### config.mk
export PLATFORM = sky130hd
export DESIGN_NAME = i2c_master_byte_sequencer
export DESIGN_NICKNAME = d
export VERILOG_FILES = /design/src/hdl/i2cms_pkg.sv /design/src/hdl/i2cms_seq.sv /design/src/hdl/i2c_master_byte_sequencer.sv
export SDC_FILE = /design/constraint.sdc
export NUM_CORES = 1
export LEC_CHECK = 0
export ABC_AREA = 1
export BUFFER_PORTS_ARGS = -buffer_cell sky130_fd_sc_hd__buf_2
export CAP_MARGIN = 20
export CORE_ASPECT_RATIO = 0.5
export CORE_UTILIZATION = 30
export CTS_BUF_LIST = sky130_fd_sc_hd__clkbuf_8
export CTS_CLUSTER_DIAMETER = 40
export DETAILED_ROUTE_END_ITERATION = 12
export HOLD_SLACK_MARGIN = 0.12
export PLACE_DENSITY_LB_ADDON = 0.15
export SETUP_SLACK_MARGIN = 0.3
export SLEW_MARGIN = 10
export SYNTH_ARGS = -nofsm -noshare
export SYNTH_HDL_FRONTEND = slang
export SYNTH_SLANG_ARGS = --single-unit
### constraint.sdc
create_clock -name clk -period 4.9 [get_ports clk]
set_input_delay 0.49 -clock clk [delete_from_list [all_inputs] [get_ports clk]]
set_output_delay 0.49 -clock clk [all_outputs]
set_load 0.005 [all_outputs]
### src/hdl/i2cms_pkg.sv
package i2cms_pkg;

    localparam logic [2:0] OP_IDLE  = 3'd0;
    localparam logic [2:0] OP_START = 3'd1;
    localparam logic [2:0] OP_STOP  = 3'd2;
    localparam logic [2:0] OP_WRITE = 3'd3;
    localparam logic [2:0] OP_READ  = 3'd4;
    localparam logic [2:0] OP_ACK   = 3'd5;

    localparam logic [2:0] ACT_TICK = 3'd0;

    typedef struct packed {
        logic       scl;
        logic       sda;
        logic       sda_is_input;
        logic       busy;
        logic       done;
        logic [7:0] rx_byte;
        logic       ack;
    } res_t;

endpackage

### src/hdl/i2cms_seq.sv
module i2cms_seq (
    input  logic            clk,
    input  logic            rst_n,
    input  logic            adv,
    input  logic [2:0]      action,
    input  logic [7:0]      data_byte,
    input  logic            sda_in,
    output i2cms_pkg::res_t res_next
);
    import i2cms_pkg::*;

    logic [2:0] op_reg, op_next;
    logic [5:0] step_reg, step_next;
    logic [2:0] wait_reg, wait_next;
    logic [7:0] shift_reg, shift_next;
    logic       scl_reg, scl_next;
    logic       sda_reg, sda_next;
    logic       rel_reg, rel_next;
    logic       ack_reg, ack_next;
    logic [7:0] rx_reg, rx_next;
    logic       done;

    always_comb
    begin
        logic       run;
        logic [5:0] k;
        logic [2:0] wdec;
        logic [2:0] seg_wait;

        op_next    = op_reg;
        step_next  = step_reg;
        wait_next  = wait_reg;
        shift_next = shift_reg;
        scl_next   = scl_reg;
        sda_next   = sda_reg;
        rel_next   = rel_reg;
        ack_next   = ack_reg;
        rx_next    = rx_reg;
        done       = 1'b0;
        run        = 1'b0;
        k          = step_reg;
        wdec       = wait_reg;
        seg_wait   = 3'd0;

        if (op_reg == OP_IDLE)
        begin
            if (action >= OP_START && action <= OP_ACK)
            begin
                op_next   = action;
                step_next = 6'd0;
                k         = 6'd0;
                run       = 1'b1;
                if (action == OP_WRITE)
                begin
                    shift_next = data_byte;
                end
            end
        end
        else if (action == ACT_TICK)
        begin
            if (wait_reg != 3'd0)
            begin
                wdec = wait_reg - 3'd1;
            end
            wait_next = wdec;
            if (wdec == 3'd0)
            begin
                k         = step_reg + 6'd1;
                step_next = k;
                run       = 1'b1;
            end
        end

        if (run)
        begin
            case (op_next)
                OP_START:
                begin
                    if (k == 6'd0)
                    begin
                        rel_next = 1'b0;
                        sda_next = 1'b1;
                        seg_wait = 3'd1;
                    end
                    else if (k == 6'd1)
                    begin
                        scl_next = 1'b1;
                        seg_wait = 3'd5;
                    end
                    else if (k == 6'd2)
                    begin
                        sda_next = 1'b0;
                        seg_wait = 3'd5;
                    end
                    else if (k == 6'd3)
                    begin
                        scl_next = 1'b0;
                        seg_wait = 3'd2;
                    end
                end
                OP_STOP:
                begin
                    if (k == 6'd0)
                    begin
                        rel_next = 1'b0;
                        sda_next = 1'b0;
                        seg_wait = 3'd1;
                    end
                    else if (k == 6'd1)
                    begin
                        scl_next = 1'b1;
                        seg_wait = 3'd5;
                    end
                    else if (k == 6'd2)
                    begin
                        sda_next = 1'b1;
                        seg_wait = 3'd4;
                    end
                end
                OP_ACK:
                begin
                    if (k == 6'd0)
                    begin
                        rel_next = 1'b0;
                        sda_next = data_byte[0];
                        seg_wait = 3'd3;
                    end
                    else if (k == 6'd1)
                    begin
                        scl_next = 1'b1;
                        seg_wait = 3'd5;
                    end
                    else if (k == 6'd2)
                    begin
                        scl_next = 1'b0;
                        seg_wait = 3'd2;
                    end
                end
                OP_WRITE:
                begin
                    if (k < 6'd16)
                    begin
                        if (!k[0])
                        begin
                            if (k == 6'd0)
                            begin
                                rel_next = 1'b0;
                            end
                            else
                            begin
                                scl_next = 1'b0;
                            end
                            sda_next   = shift_next[7];
                            shift_next = {shift_next[6:0], 1'b0};
                            seg_wait   = 3'd1;
                        end
                        else
                        begin
                            scl_next = 1'b1;
                            seg_wait = 3'd5;
                        end
                    end
                    else if (k == 6'd16)
                    begin
                        scl_next = 1'b0;
                        seg_wait = 3'd2;
                    end
                    else if (k == 6'd17)
                    begin
                        rel_next = 1'b1;
                        seg_wait = 3'd2;
                    end
                    else if (k == 6'd18)
                    begin
                        scl_next = 1'b1;
                        seg_wait = 3'd3;
                    end
                    else if (k == 6'd19)
                    begin
                        ack_next = ~sda_in;
                        scl_next = 1'b0;
                        seg_wait = 3'd2;
                    end
                end
                OP_READ:
                begin
                    if (k == 6'd0)
                    begin
                        rel_next   = 1'b1;
                        shift_next = 8'd0;
                        seg_wait   = 3'd1;
                    end
                    else if (k < 6'd32)
                    begin
                        case (k[1:0])
                            2'd0: seg_wait = 3'd1;
                            2'd1:
                            begin
                                scl_next = 1'b0;
                                seg_wait = 3'd5;
                            end
                            2'd2:
                            begin
                                scl_next = 1'b1;
                                seg_wait = 3'd3;
                            end
                            default:
                            begin
                                shift_next = {shift_next[6:0], sda_in};
                                seg_wait   = 3'd2;
                            end
                        endcase
                    end
                    else if (k == 6'd32)
                    begin
                        scl_next = 1'b0;
                        seg_wait = 3'd2;
                    end
                    else
                    begin
                        rx_next = shift_next;
                    end
                end
                default: seg_wait = 3'd0;
            endcase

            wait_next = seg_wait;
            if (seg_wait == 3'd0)
            begin
                op_next   = OP_IDLE;
                step_next = 6'd0;
                done      = 1'b1;
            end
        end
    end

    always_ff @(posedge clk or negedge rst_n)
    begin
        if (!rst_n)
        begin
            op_reg    <= OP_IDLE;
            step_reg  <= 6'd0;
            wait_reg  <= 3'd0;
            shift_reg <= 8'd0;
            scl_reg   <= 1'b1;
            sda_reg   <= 1'b1;
            rel_reg   <= 1'b0;
            ack_reg   <= 1'b0;
            rx_reg    <= 8'd0;
        end
        else if (adv)
        begin
            op_reg    <= op_next;
            step_reg  <= step_next;
            wait_reg  <= wait_next;
            shift_reg <= shift_next;
            scl_reg   <= scl_next;
            sda_reg   <= sda_next;
            rel_reg   <= rel_next;
            ack_reg   <= ack_next;
            rx_reg    <= rx_next;
        end
    end

    assign res_next.scl          = scl_next;
    assign res_next.sda          = sda_next;
    assign res_next.sda_is_input = rel_next;
    assign res_next.busy         = (op_next != OP_IDLE);
    assign res_next.done         = done;
    assign res_next.rx_byte      = rx_next;
    assign res_next.ack          = ack_next;

endmodule

### src/hdl/i2c_master_byte_sequencer.sv
// An accepted item sits in the input register, its result in the result register.
// Throughput: one item per cycle while res_stall is low; the line state updates once per
// item in the sequencer stage, between the input register and the result register.
// Reset (rst_n low, asynchronous): sequencer idle with SCL and SDA high, SDA in output
// mode, ack and rx byte cleared, both pipeline stages empty; result register not reset.
module i2c_master_byte_sequencer (
    input  logic       clk,
    input  logic       rst_n,
    input  logic       cmd_valid,
    output logic       cmd_stall,
    input  logic [2:0] action,
    input  logic [7:0] data_byte,
    input  logic       sda_in,
    output logic       res_valid,
    input  logic       res_stall,
    output logic       scl_out,
    output logic       sda_out,
    output logic       sda_is_input,
    output logic       busy_res,
    output logic       done_res,
    output logic [7:0] rx_byte,
    output logic       ack_seen
);
    import i2cms_pkg::*;

    logic       s1_valid_reg;
    logic [2:0] act_reg;
    logic [7:0] data_reg;
    logic       sdai_reg;
    logic       res_valid_reg;
    res_t       res_reg;
    res_t       res_next;
    logic       res_free;
    logic       s1_adv;
    logic       cmd_fire;

    assign res_free  = ~res_valid_reg | ~res_stall;
    assign s1_adv    = s1_valid_reg & res_free;
    assign cmd_stall = s1_valid_reg & ~res_free;
    assign cmd_fire  = cmd_valid & ~cmd_stall;

    always_ff @(posedge clk or negedge rst_n)
    begin
        if (!rst_n)
        begin
            s1_valid_reg  <= 1'b0;
            res_valid_reg <= 1'b0;
        end
        else
        begin
            if (cmd_fire)
            begin
                s1_valid_reg <= 1'b1;
            end
            else if (s1_adv)
            begin
                s1_valid_reg <= 1'b0;
            end
            if (s1_adv)
            begin
                res_valid_reg <= 1'b1;
            end
            else if (res_valid_reg && !res_stall)
            begin
                res_valid_reg <= 1'b0;
            end
        end
    end

    always_ff @(posedge clk)
    begin
        if (cmd_fire)
        begin
            act_reg  <= action;
            data_reg <= data_byte;
            sdai_reg <= sda_in;
        end
        if (s1_adv)
        begin
            res_reg <= res_next;
        end
    end

    i2cms_seq u_seq (
        .clk       (clk),
        .rst_n     (rst_n),
        .adv       (s1_adv),
        .action    (act_reg),
        .data_byte (data_reg),
        .sda_in    (sdai_reg),
        .res_next  (res_next)
    );

    assign res_valid    = res_valid_reg;
    assign scl_out      = res_reg.scl;
    assign sda_out      = res_reg.sda;
    assign sda_is_input = res_reg.sda_is_input;
    assign busy_res     = res_reg.busy;
    assign done_res     = res_reg.done;
    assign rx_byte      = res_reg.rx_byte;
    assign ack_seen     = res_reg.ack;

`ifndef ASSERT_OFF
    a_stall_only_full: assert property (@(posedge clk) disable iff (!rst_n)
        cmd_stall |-> s1_valid_reg)
        else $error("cmd_stall raised with empty input stage");

    a_adv_fills_res: assert property (@(posedge clk) disable iff (!rst_n)
        s1_adv |=> res_valid_reg)
        else $error("advanced item did not reach result register");

    a_done_not_busy: assert property (@(posedge clk) disable iff (!rst_n)
        (res_valid_reg && res_reg.done) |-> !res_reg.busy)
        else $error("done reported while still busy");

    a_fire_fills_s1: assert property (@(posedge clk) disable iff (!rst_n)
        cmd_fire |=> s1_valid_reg)
        else $error("accepted item lost from input stage");
`endif

endmodule

==> key figures, run 1 <==
Logic synthesis
  • Post-synth ARST share: 56.67%
  • Syn Nets: 562
  • #FFs+latches synth: 60
  • Netlist Area Pre-Place: 4043 um^2
  • Distinct cells, synth: 37
  • Gate Count Post-Synth: 539
  • Leading area contributor after synthesis: dfrtp_1
  • Ranking of synthesized cells by area: dfrtp_1, edfxtp_1, nand2_1
  • Avg Inst Size Synth: 7.500 um^2
  • Top cell type's share of synthesized area: 19.81%
  • Post-synth EDFFs: 26
  • Dominant synthesized flop cell: dfrtp_1
  • Synth Warn #: 0
  • Sequential share of the synthesized area: 40.42%

Worst setup path
  • Crit Path Max Fanout: 8
  • Buffers and inverters on the worst path: 5
  • Crit-path cells: inv_2, ha_1, ha_1, inv_1, nand2_1, nand2_2, nand3_4, nor2_8, nand2_1, nand2_2, inv_1, ha_1, inv_1, nor2_1, nand2_1, nand2_1, nand2_1, nand2_1, nand2_1, nand2_2, nor2_4, nand3_4, inv_2, nor2_2
  • WS Path Type: register to register
  • Critical Path Sink Type: register
  • Top cell family by delay on the critical path: simple AND/OR/NAND/NOR gates
  • Stages on the worst setup path: 24
  • Critical Path RT: 5.01 ns
  • R2R setup slack: 1.59 ns
  • Worst path slowest cell: dfrtp_1
  • Critical path's largest stage delay: 0.38 ns
  • Cell mode on critical path: nand2_1
  • Path depth of the worst reg2reg path: 24
  • Setup crit start kind: register
  • CP arrival: 3.42 ns

Final layout
  • Area grow syn2layout: 13.18%
  • # diodes: 0
  • Post-layout net count: 595
  • Most common cell after layout, fill and taps aside: nand2_1
  • Most frequent cells in the layout: nand2_1, inv_1, nor2_1
  • Layout cell share with drive strength beyond 1: 20.45%

Timing
  • Fin crit share: 67.45%
  • Post-layout min period: 3.305 ns
  • Setup violators final: 0
  • Setup repair after global routing missed its margin: false
  • Max Clk Rate: 0.3026 GHz
  • Slew Viols, Final: 0
  • Worst-Margin Slew: 0.8725 ns
  • Slew Limit Headroom: 41.83%
  • Final hold violations: 0
  • Fin Setup TNS: 0 ns
  • Final hold slack: 0.2305 ns
  • Final Skew: 0.01345 ns

Detailed routing
  • DR pass1 iterations: 5
  • Total wire length: 10340 um
  • Vias post-DR: 3426
  • Iter 0 DRT Violations: 152
  • Remaining DRCs: 0
  • Routed Antenna Nets: 0
  • Avg WL per Cell: 13.84 um
  • Via-to-Cell Ratio: 4.586

Run status
  • Status: finished clean

Worst hold path
  • Worst Hold Class: input port to asynchronous set/reset pin

Clock tree
  • Setup Fix Bufs, Post-CTS: 0
  • Clock tree buffer depth: 2
  • Sink Count: 60
  • Root buffer selected by CTS: clkbuf_8
  • CTS clk-pin slew, worst paths: 0.08 ns
  • Resize count post-CTS: 0
  • H-tree depth: 3
  • Cts bufs inserted: 9
  • CTS tree: built
  • # hold bufs at CTS: 0
  • Clk Latency, worst-skew pair: 0.37 ns

Floorplan
  • Die Width: 166.2 um
  • DIE HEIGHT: 84.09 um
  • Die footprint: 13970 um^2
  • I/O pins: 32
  • Starting density of the core: 31.30%
  • Core ar.: 12920 um^2
  • Core Rows: 29

Power
  • Peak VDD IR: 0.1344 mV
  • LEAKAGE: 2.134 nW
  • PwrDens: 491.3 nW/um^2

Place
  • Routability cong.: 0.8491
  • IO buf count: 31
  • Hpwl dp: 7531 um

GRT
  • Pin count of the biggest net entering global routing: 44
  • Vias in the first global route: 3420
  • GR Overflow Total: 0
  • GRT Overall Usage: 16.25%
  • Initial antenna violation count: 0
  • Global-route wire length before repair: 17550 um

Run
  • Max cap viols: 0
==> cell type report <==
| class | count | area, um^2 |
|---|---|---|
| multi-input cells | 395 | 2071 |
| inverters | 72 | 275.3 |
| well taps | 170 | 212.7 |
| flip-flops and latches | 60 | 1634 |
| repair buffers | 34 | 177.7 |
| clock inverters | 7 | 81.33 |
| fillers | 1401 | 8342 |
| clock buffers | 9 | 123.9 |
==> synth_stat cells (7+ instances only) <==
library cell,number
o22ai_1,8
o21ai_0,40
nor2_2,9
nand2_1,168
nand3_2,8
a21oi_1,14
o21ai_1,19
inv_1,60
nand2_2,14
nand3_1,20
inv_2,10
dfrtp_1,32
edfxtp_1,26
nor2_1,46
ha_1,7
nor3_1,7
==> routing by layer <==
layer / up-vias / track usage [%] / share of wire (%)
li1: 1808 / - / -
met1: 1564 / 21.92 / 52
met2: 46 / 26.24 / 44
met3: 8 / 3.556 / 3.2
met4: 0 / 4.333 / 0.98
met5: - / 0 / 0
==> final timing paths <==
path                                   start                  to
setup reg to reg           u_seq.wait_reg[0]            busy_res
hold reg to reg                u_seq.sda_reg       u_seq.sda_reg
setup / recovery           u_seq.wait_reg[0]            busy_res
max in group asynchronous              rst_n   u_seq.step_reg[1]
min in group clk                data_byte[7]         data_reg[7]
hold / removal                         rst_n  u_seq.shift_reg[2]
==> power by group <==
part	switching [mW]	leakage [nW]	total, mW	internal [mW]
combinational	0.747	1.35	1.09	0.340
sequential	0.0517	0.683	0.685	0.633
clock	0.235	0.101	0.476	0.241
total	1.03	2.13	2.25	1.21
==> cell families after synthesis <==
| logic type | Yosys count | synth area share (%) |
|---|---|---|
| buffers and inverters | 84 | 8.542 |
| and+or+nand+nor | 297 | 36.46 |
| AOI/OAI and AO/OA | 91 | 12.41 |
| adders and majority gates | 7 | 2.166 |
| DFF | 60 | 40.42 |
==> worst register-to-register path, stage by stage, from the launching register on <==
cell	delay [ns]
dfrtp_1	0.38
inv_2	0.07
ha_1	0.21
ha_1	0.27
inv_1	0.11
nand2_1	0.07
nand2_2	0.09
nand3_4	0.10
nor2_8	0.18
nand2_1	0.11
nand2_2	0.15
inv_1	0.11
ha_1	0.25
inv_1	0.12
nor2_1	0.07
nand2_1	0.10
nand2_1	0.06
nand2_1	0.06
nand2_1	0.04
nand2_1	0.06
nand2_2	0.06
nor2_4	0.13
nand3_4	0.14
inv_2	0.09
nor2_2	0.03
==> per-stage QoR <==
stage          utilization [%]  cells  worst slack (ns)  power, mW  cell area [um^2]
2_1_floorplan                -    539             1.978      1.535              4043
3_3_place_gp             33.83    731             1.715      1.783              4370
3_5_place_dp             33.83    731             1.618      1.781              4370
4_1_cts                  35.42    747             1.597      2.268              4576
5_1_grt                  35.42    747             1.304      2.448              4576
6_report                 35.42    747             1.595      2.248              4576
(Power assumes the default switching activity.)
==> inputs of run 2 (changes only) <==
--- a/config.mk
+++ b/config.mk
@@ -5,7 +5,7 @@
 export SDC_FILE = /design/constraint.sdc
 export NUM_CORES = 1
 export LEC_CHECK = 0
-export ABC_AREA = 1
+export ABC_AREA = 0
 export BUFFER_PORTS_ARGS = -buffer_cell sky130_fd_sc_hd__buf_2
 export CAP_MARGIN = 20
 export CORE_ASPECT_RATIO = 0.5
==> constraint.sdc (replaced) <==
create_clock -name clk -period 3.25 [get_ports clk]
set_input_delay 0.325 -clock clk [delete_from_list [all_inputs] [get_ports clk]]
set_output_delay 0.325 -clock clk [all_outputs]
set_load 0.005 [all_outputs]
==> run 2 against run 1 <==
- the run now ends with setup timing left
- critical endpoint is now u_seq.step_reg[4]
- largest cell class unchanged
- setup slack lost 1.8 ns
- fmax shrank 4.5%
- via count up 2.4%
- clock-buffer cell count did not move
- area after synthesis is 9.1% lower
- final area grew 27%
- sequential share of layout area fell by 7.5 points
==> key figures, run 2 <==
Worst hold path
  • Hold path endpoint: data_reg[4]
  • Hold_sp: data_byte[4]
  • Worst Hold Class: input port to register (was input port to asynchronous set/reset pin)
  • Hold path cells: 1

Clock tree
  • Cts bufs inserted: 9 (unchanged)
  • CTS tree: built (unchanged)
  • Clock tree buffer depth: 2 (unchanged)
  • CTS clk-pin slew, worst paths: 0.09 ns (was 0.08 ns)
  • Clk Latency, worst-skew pair: 0.36 ns (was 0.37 ns)
  • Root buffer selected by CTS: clkbuf_8 (unchanged)
  • H-tree depth: 3 (unchanged)
  • Sink Count: 60 (unchanged)

Place
  • Pre-CTS setup slack: -0.2993 ns (was 1.618 ns)
  • Hpwl dp: 7613 um (was 7531 um)
  • Routability cong.: 0.8658 (was 0.8491)
  • IO buf count: 31 (unchanged)
  • Inst Count DP: 625 (was 731)

Logic synthesis
  • Avg Inst Size Synth: 9.796 um^2 (was 7.500 um^2)
  • Gate Count Post-Synth: 375 (was 539)
  • Count leader, synth: nand2_1 (unchanged)
  • Leading area contributor after synthesis: dfrtp_1 (unchanged)
  • #FFs+latches synth: 60 (unchanged)
  • Top cell type's share of synthesized area: 21.80% (was 19.81%)
  • Sequential share of the synthesized area: 44.48% (was 40.42%)
  • Synth Warn #: 0 (unchanged)
  • Post-synth top cells: nand2_1, dfrtp_1, edfxtp_1 (was nand2_1, inv_1, nor2_1)
  • Post-synth ARST share: 56.67% (unchanged)
  • Ranking of synthesized cells by area: dfrtp_1, edfxtp_1, nand2_1 (unchanged)
  • Netlist Area Pre-Place: 3674 um^2 (was 4043 um^2)
  • Distinct cells, synth: 71 (was 37)
  • Post-synth EDFFs: 26 (unchanged)
  • Dominant synthesized flop cell: dfrtp_1 (unchanged)
  • Syn Nets: 398 (was 562)

Timing
  • Fin Setup TNS: -2.649 ns (was 0 ns)
  • Slew Limit Headroom: 42.51% (was 41.83%)
  • Final hold violations: 0 (unchanged)
  • Slew Viols, Final: 0 (unchanged)
  • Setup repair after global routing missed its margin: true (was false)
  • Final Skew: 0.01146 ns (was 0.01345 ns)
  • PnR worst setup slack: -0.2112 ns (was 1.595 ns)
  • Worst-Margin Slew: 0.8623 ns (was 0.8725 ns)
  • Fin crit share: 106.5% (was 67.45%)
  • Setup violators final: 24 (was 0)
  • Max Clk Rate: 0.2889 GHz (was 0.3026 GHz)
  • Post-layout min period: 3.461 ns (was 3.305 ns)
  • Final hold slack: 0.1393 ns (was 0.2305 ns)

Floorplan
  • I/O pins: 32 (unchanged)
  • Die Width: 158.5 um (was 166.2 um)
  • Die footprint: 12720 um^2 (was 13970 um^2)
  • DIE HEIGHT: 80.25 um (was 84.09 um)
  • Starting density of the core: 30.93% (was 31.30%)
  • Core ar.: 11880 um^2 (was 12920 um^2)
  • Core Rows: 28 (was 29)

Final layout
  • Multi-input gate area: 2470 um^2 (was 2071 um^2)
  • Post-layout net count: 540 (was 595)
  • FF/Latch Area: 1634 um^2 (unchanged)
  • Area grow syn2layout: 57.94% (was 13.18%)
  • Layout cell share with drive strength beyond 1: 53.45% (was 20.45%)
  • # diodes: 0 (unchanged)
  • Most frequent cells in the layout: buf_4, nand2_1, dfrtp_1 (was nand2_1, inv_1, nor2_1)
  • Most common cell after layout, fill and taps aside: buf_4 (was nand2_1)
  • Layout Cells excl Fill: 687 (was 747)
  • Fillers: 1063 (was 1401)

Power
  • Combinational share of power: 60.3% (was 48.4%)
  • Clk network pwr share: 16.4% (was 21.2%)
  • Sequential power share: 23.3% (was 30.5%)
  • Internal power: 2.597 mW (was 1.215 mW)
  • Sw Ratio: 41.87% (was 45.98%)
  • Peak VDD IR: 0.2967 mV (was 0.1344 mV)
  • LEAKAGE: 2.499 nW (was 2.134 nW)
  • PwrDens: 769.9 nW/um^2 (was 491.3 nW/um^2)
  • Sw power: 1.870 mW (was 1.034 mW)

Worst setup path
  • Crit. Startpoint: u_seq.wait_reg[1] (was u_seq.wait_reg[0])
  • Crit Reg-Reg Startpoint: u_seq.wait_reg[1] (was u_seq.wait_reg[0])
  • Crit-path cells: inv_2, ha_4, ha_4, and3b_2, o21ba_4, a21oi_4, a21boi_4, inv_2, ha_4, nor2_4, buf_6, buf_6, buf_6, buf_4, a211oi_2, o31ai_1, a21oi_2, nor3_4, buf_6, buf_6, o31ai_4 (was inv_2, ha_1, ha_1, inv_1, nand2_1, nand2_2, nand3_4, nor2_8, nand2_1, nand2_2, inv_1, ha_1, inv_1, nor2_1, nand2_1, nand2_1, nand2_1, nand2_1, nand2_1, nand2_2, nor2_4, nand3_4, inv_2, nor2_2)
  • Reg2reg end: u_seq.step_reg[4] (was busy_res)
  • Worst path slowest cell: dfrtp_1 (unchanged)
  • R2R setup slack: -0.21 ns (was 1.59 ns)
  • Setup crit start kind: register (unchanged)
  • Path depth of the worst reg2reg path: 21 (was 24)
  • CP arrival: 3.73 ns (was 3.42 ns)
  • Cell mode on critical path: buf_6 (was nand2_1)
  • WS Path Type: register to register (unchanged)
  • Critical Path Sink Type: register (unchanged)
  • Critical path's largest stage delay: 0.40 ns (was 0.38 ns)
  • Crit Path Max Fanout: 4 (was 8)
  • Critical Path RT: 3.52 ns (was 5.01 ns)

GRT
  • GR Overflow Total: 0 (unchanged)
  • Pin count of the biggest net entering global routing: 35 (was 44)
  • Vias in the first global route: 3402 (was 3420)
  • Global-route wire length before repair: 17820 um (was 17550 um)
  • GRT Overall Usage: 18.73% (was 16.25%)
  • Initial antenna violation count: 0 (unchanged)

Detailed routing
  • Via-to-Cell Ratio: 5.108 (was 4.586)
  • Total wire length: 11750 um (was 10340 um)
  • Avg WL per Cell: 17.10 um (was 13.84 um)
  • Vias post-DR: 3509 (was 3426)
  • Remaining DRCs: 0 (unchanged)
  • DR pass1 iterations: 4 (was 5)
  • Routed Antenna Nets: 0 (unchanged)
  • Iter 0 DRT Violations: 157 (was 152)

Run
  • Max cap viols: 0 (unchanged)

Run status
  • Status: finished with violations (was finished clean)
  • Failing checks: setup timing
run 2: changes by cell type in the layout (fill, tap and decap cells not counted), moves of 12 or more:
cell,change
nand2_1,-136
buf_6,+26
o21ai_0,-34
inv_1,-42
buf_4,+82
nor2_1,-30
nand2_2,-12
run 2: cells by family after synthesis:
| kind of cell | after synthesis | share of synthesized area, % |
|---|---|---|
| DFF | 60 | 44.48 |
| adders and majority gates | 7 | 2.384 |
| and+or+nand+nor | 119 | 16.83 |
| muxes | 23 | 7.221 |
| AOI/OAI and AO/OA | 125 | 24.42 |
| buffers and inverters | 41 | 4.666 |
run 2: critical path: cells and delay by family, from the launching register on:
family	cells	cell delay [ns]
simple gates	3	0.37
buf+inv	8	0.86
compound gates	7	1.30
flops	1	0.40
fa+ha+maj	3	0.43
run 2: worst max path at each step:
stage,endpoint,slack [ns],cells after the start
3_5_place_dp,scl_out,-0.30,17
6_report,u_seq.step_reg[4],-0.21,21
4_1_cts,scl_out,-0.11,17
5_1_grt,u_seq.step_reg[4],-0.36,22
3_3_place_gp,scl_out,-0.26,17
2_1_floorplan,scl_out,-0.16,18
run 2: through the flow:
stage,total power [mW],instance area (um^2),util [%]
detailed placement,3.007,4587,38.62
finish,4.467,5802,48.85
CTS,4.147,5314,44.74
global placement,3.026,4587,38.62
floorplan,2.225,3769,-
global route,4.734,5802,48.85
run 2: power groups by stage:
| stage | combinational, mW | clock, mW | sequential (mW) |
|---|---|---|---|
| 3_5_place_dp | 1.96 | 0 | 1.05 |
| 3_3_place_gp | 1.98 | 0 | 1.05 |
| 4_1_cts | 2.35 | 0.758 | 1.04 |
| 6_report | 2.69 | 0.734 | 1.04 |
| 5_1_grt | 2.89 | 0.786 | 1.06 |
| 2_1_floorplan | 1.20 | 0 | 1.03 |
run 2: cell type report:
class                   instances  share of cell area, %
clock inverters                 7                  1.380
clock buffers                   9                  2.135
well taps                     165                  3.558
inverters                      23                  1.488
multi-input cells             274                  42.57
flip-flops and latches         60                  28.16
repair buffers                149                  20.70
run 2: what timing repair did:
action                     CTS  global route
cloned                       1             1
hold buffers                 1             1
gates resized for setup     75            77
pin swaps                   21            44
setup buffers               27            15
hold endpoints to repair    18             1
setup endpoints to repair   46            46
run 2: layer usage:
metal | GRT usage, % | wire, um | part of all wire [%]
met4 | 6.442 | 235 | 2.0
met3 | 4.641 | 355 | 3.0
met1 | 24.78 | 5733 | 49
met5 | 0 | 0 | 0
met2 | 29.74 | 5425 | 46
==> inputs of run 3 (changes only) <==
--- a/config.mk
+++ b/config.mk
@@ -6,9 +6,10 @@
 export NUM_CORES = 1
 export LEC_CHECK = 0
 export ABC_AREA = 0
-export BUFFER_PORTS_ARGS = -buffer_cell sky130_fd_sc_hd__buf_2
+export BUFFER_PORTS_ARGS = -buffer_cell sky130_fd_sc_hd__buf_4
 export CAP_MARGIN = 20
 export CORE_ASPECT_RATIO = 0.5
+export CORE_MARGIN = 1
 export CORE_UTILIZATION = 30
 export CTS_BUF_LIST = sky130_fd_sc_hd__clkbuf_8
 export CTS_CLUSTER_DIAMETER = 40
==> run 3 against run 2 <==
- the flow still finishes with violations (setup timing)
- final area fell by 0.60%
- setup slack improved by 0.098 ns
- via count rose by 1.2%
- register-to-register slack improved by 0.098 ns
- critical path depth fell by 7
- clock power rose by 1%
- worst hold slack improved by 0.0032 ns
- clock skew rose by 0.00053 ns
- critical path type unchanged
==> key figures, run 3 (synthesized netlist as in run 2, its figures left out) <==
Worst setup path
  • CP arrival: 3.47 ns (was 3.73 ns)
  • Crit. Startpoint: u_seq.wait_reg[1] (unchanged)
  • Worst Setup EP: scl_out (was u_seq.step_reg[4])
  • Reg2reg end: scl_out (was u_seq.step_reg[4])
  • Critical Path Sink Type: register (unchanged)
  • R2R setup slack: -0.11 ns (was -0.21 ns)
  • WS Path Type: register to register (unchanged)
  • Setup crit start kind: register (unchanged)
  • Crit Path Max Fanout: 3 (was 4)
  • Crit Reg-Reg Startpoint: u_seq.wait_reg[1] (unchanged)
  • Critical Path RT: 3.36 ns (was 3.52 ns)
  • Path depth of the worst reg2reg path: 14 (was 21)

Run status
  • Status: finished with violations (unchanged)
  • Failing checks: setup timing (unchanged)

Timing
  • PnR worst setup slack: -0.1135 ns (was -0.2112 ns)
  • Final hold violations: 0 (unchanged)
  • Max Clk Rate: 0.2973 GHz (was 0.2889 GHz)
  • Post-layout min period: 3.363 ns (was 3.461 ns)
  • Setup violators final: 21 (was 24)
  • Final Skew: 0.01199 ns (was 0.01146 ns)
  • Slew Viols, Final: 0 (unchanged)
  • Fin crit share: 103.5% (was 106.5%)
  • Setup repair after global routing missed its margin: true (unchanged)
  • Slew Limit Headroom: 58.43% (was 42.51%)
  • Worst-Margin Slew: 0.6236 ns (was 0.8623 ns)

Place
  • Hpwl dp: 7717 um (was 7613 um)
  • Routability cong.: 0.8461 (was 0.8658)
  • IO buf count: 31 (unchanged)
  • Inst Count DP: 630 (was 625)

Power
  • LEAKAGE: 2.460 nW (was 2.499 nW)
  • Peak VDD IR: 0.3121 mV (was 0.2967 mV)
  • PwrDens: 778.7 nW/um^2 (was 769.9 nW/um^2)
  • Power Total: 4.491 mW (was 4.467 mW)

GRT
  • GRT Overall Usage: 19.26% (was 18.73%)
  • Initial antenna violation count: 0 (unchanged)
  • Pin count of the biggest net entering global routing: 35 (unchanged)
  • Global-route wire length before repair: 18380 um (was 17820 um)
  • GR Overflow Total: 0 (unchanged)
  • Vias in the first global route: 3393 (was 3402)

Final layout
  • Most common cell after layout, fill and taps aside: buf_4 (unchanged)
  • Most frequent cells in the layout: buf_4, dfrtp_1, nand2_1 (was buf_4, nand2_1, dfrtp_1)
  • Area grow syn2layout: 56.98% (was 57.94%)
  • # diodes: 0 (unchanged)
  • Fin util: 48.56% (was 48.85%)
  • Layout cell share with drive strength beyond 1: 52.72% (was 53.45%)
  • Post-layout net count: 532 (was 540)
  • Layout Cells excl Fill: 679 (was 687)

Detailed routing
  • Vias post-DR: 3552 (was 3509)
  • Via-to-Cell Ratio: 5.231 (was 5.108)
  • Iter 0 DRT Violations: 205 (was 157)
  • Total wire length: 11930 um (was 11750 um)
  • Remaining DRCs: 0 (unchanged)
  • Routed Antenna Nets: 0 (unchanged)
  • Avg WL per Cell: 17.58 um (was 17.10 um)
  • DR pass1 iterations: 5 (was 4)

Floorplan
  • DIE HEIGHT: 80.25 um (unchanged)
  • I/O pins: 32 (unchanged)
  • Die Width: 158.5 um (unchanged)
  • Starting density of the core: 30.93% (unchanged)
  • Die footprint: 12720 um^2 (unchanged)
  • Core ar.: 11880 um^2 (unchanged)
  • Core Rows: 28 (unchanged)

Worst hold path
  • Worst Hold Class: input port to register (unchanged)

Clock tree
  • Root buffer selected by CTS: clkbuf_8 (unchanged)
  • CTS clk-pin slew, worst paths: 0.09 ns (about the same)
  • H-tree depth: 3 (unchanged)
  • Sink Count: 60 (unchanged)
  • Clock tree buffer depth: 2 (unchanged)
  • Cts bufs inserted: 9 (unchanged)
  • Clk Latency, worst-skew pair: 0.36 ns (about the same)
  • CTS tree: built (unchanged)

Run
  • Max cap viols: 0 (unchanged)
==> run 3: cell types whose count changed in the layout (fill, tap and decap cells not counted), moves of 2 or more <==
cell	previous run	this run
buf_2	31	0
nand2_2	2	5
a211oi_1	2	4
a211oi_2	4	2
nor3_4	1	3
a21oi_2	7	9
buf_4	85	117
nand2_4	8	6
buf_6	26	19
buf_8	2	0
==> run 3: worst max-delay path: stages (launching register included) <==
cell and delay [ns]:
dfrtp_1 0.40, inv_2 0.07, ha_4 0.14, ha_4 0.13, nor3b_4 0.24, o21bai_4 0.12, buf_6 0.14, or4_4 0.56
mux2_4 0.35, buf_6 0.13, o2111ai_1 0.09, a21oi_1 0.09, a311o_1 0.28, nor4_2 0.30, a21oi_1 0.07
==> run 3: metal layers <==
| metal | wire [um] | global-route usage [%] | vias up |
|---|---|---|---|
| li1 | - | - | 1694 |
| met1 | 5558 | 25.77 | 1734 |
| met2 | 5644 | 31.18 | 105 |
| met3 | 545 | 4.317 | 19 |
| met4 | 186 | 5.288 | 0 |
| met5 | 0 | 0 | - |
==> run 3: stage by stage <==
stage | worst slack, ns | hold WS (ns) | TNS [ns] | area, um^2
floorplan | -0.1612 | 0.02941 | -0.2689 | 3769
global route | -0.3045 | 0.1251 | -5.772 | 5767
detailed placement | -0.2724 | 0.3437 | -2.495 | 4702
CTS | -0.1722 | 0.1315 | -0.3919 | 5300
finish | -0.1135 | 0.1425 | -0.5037 | 5767
global placement | -0.2406 | 0.3347 | -1.885 | 4702
==> run 3: layout make-up <==
| cell class | count | area, um^2 |
|---|---|---|
| clock inverter | 7 | 82.58 |
| inverter | 23 | 88.84 |
| multi-input combinational | 275 | 2479 |
| clock buffer | 9 | 123.9 |
| tap | 165 | 206.4 |
| sequential | 60 | 1634 |
| fill | 1076 | 6110 |
| timing repair buffer | 140 | 1152 |
==> run 3: repair_timing <==
item	in CTS	in global routing
hold endpoints to repair	32	1
setup endpoints to repair	46	46
buffers inserted	14	15
cloned	1	1
hold buffers	1	1
pin swaps	30	36
resized for setup	62	80
==> run 3: power breakdown <==
group          total (mW)  internal [mW]  switching, mW
registers            1.04          0.950         0.0894
logic                2.71           1.28           1.43
clock network       0.744          0.368          0.376
total                4.49           2.60           1.89
==> run 3: worst min path at each step <==
stage | start | to | slack, ns | cells after the start
final | data_byte[5] | data_reg[5] | 0.14 | 1
after CTS | data_byte[6] | data_reg[6] | 0.13 | 1
after global routing | action[0] | act_reg[0] | 0.13 | 1
after floorplan | rst_n | res_valid | 0.03 | 0
after detailed placement | rst_n | u_seq.wait_reg[2] | 0.34 | 1
after global placement | rst_n | u_seq.wait_reg[2] | 0.33 | 1
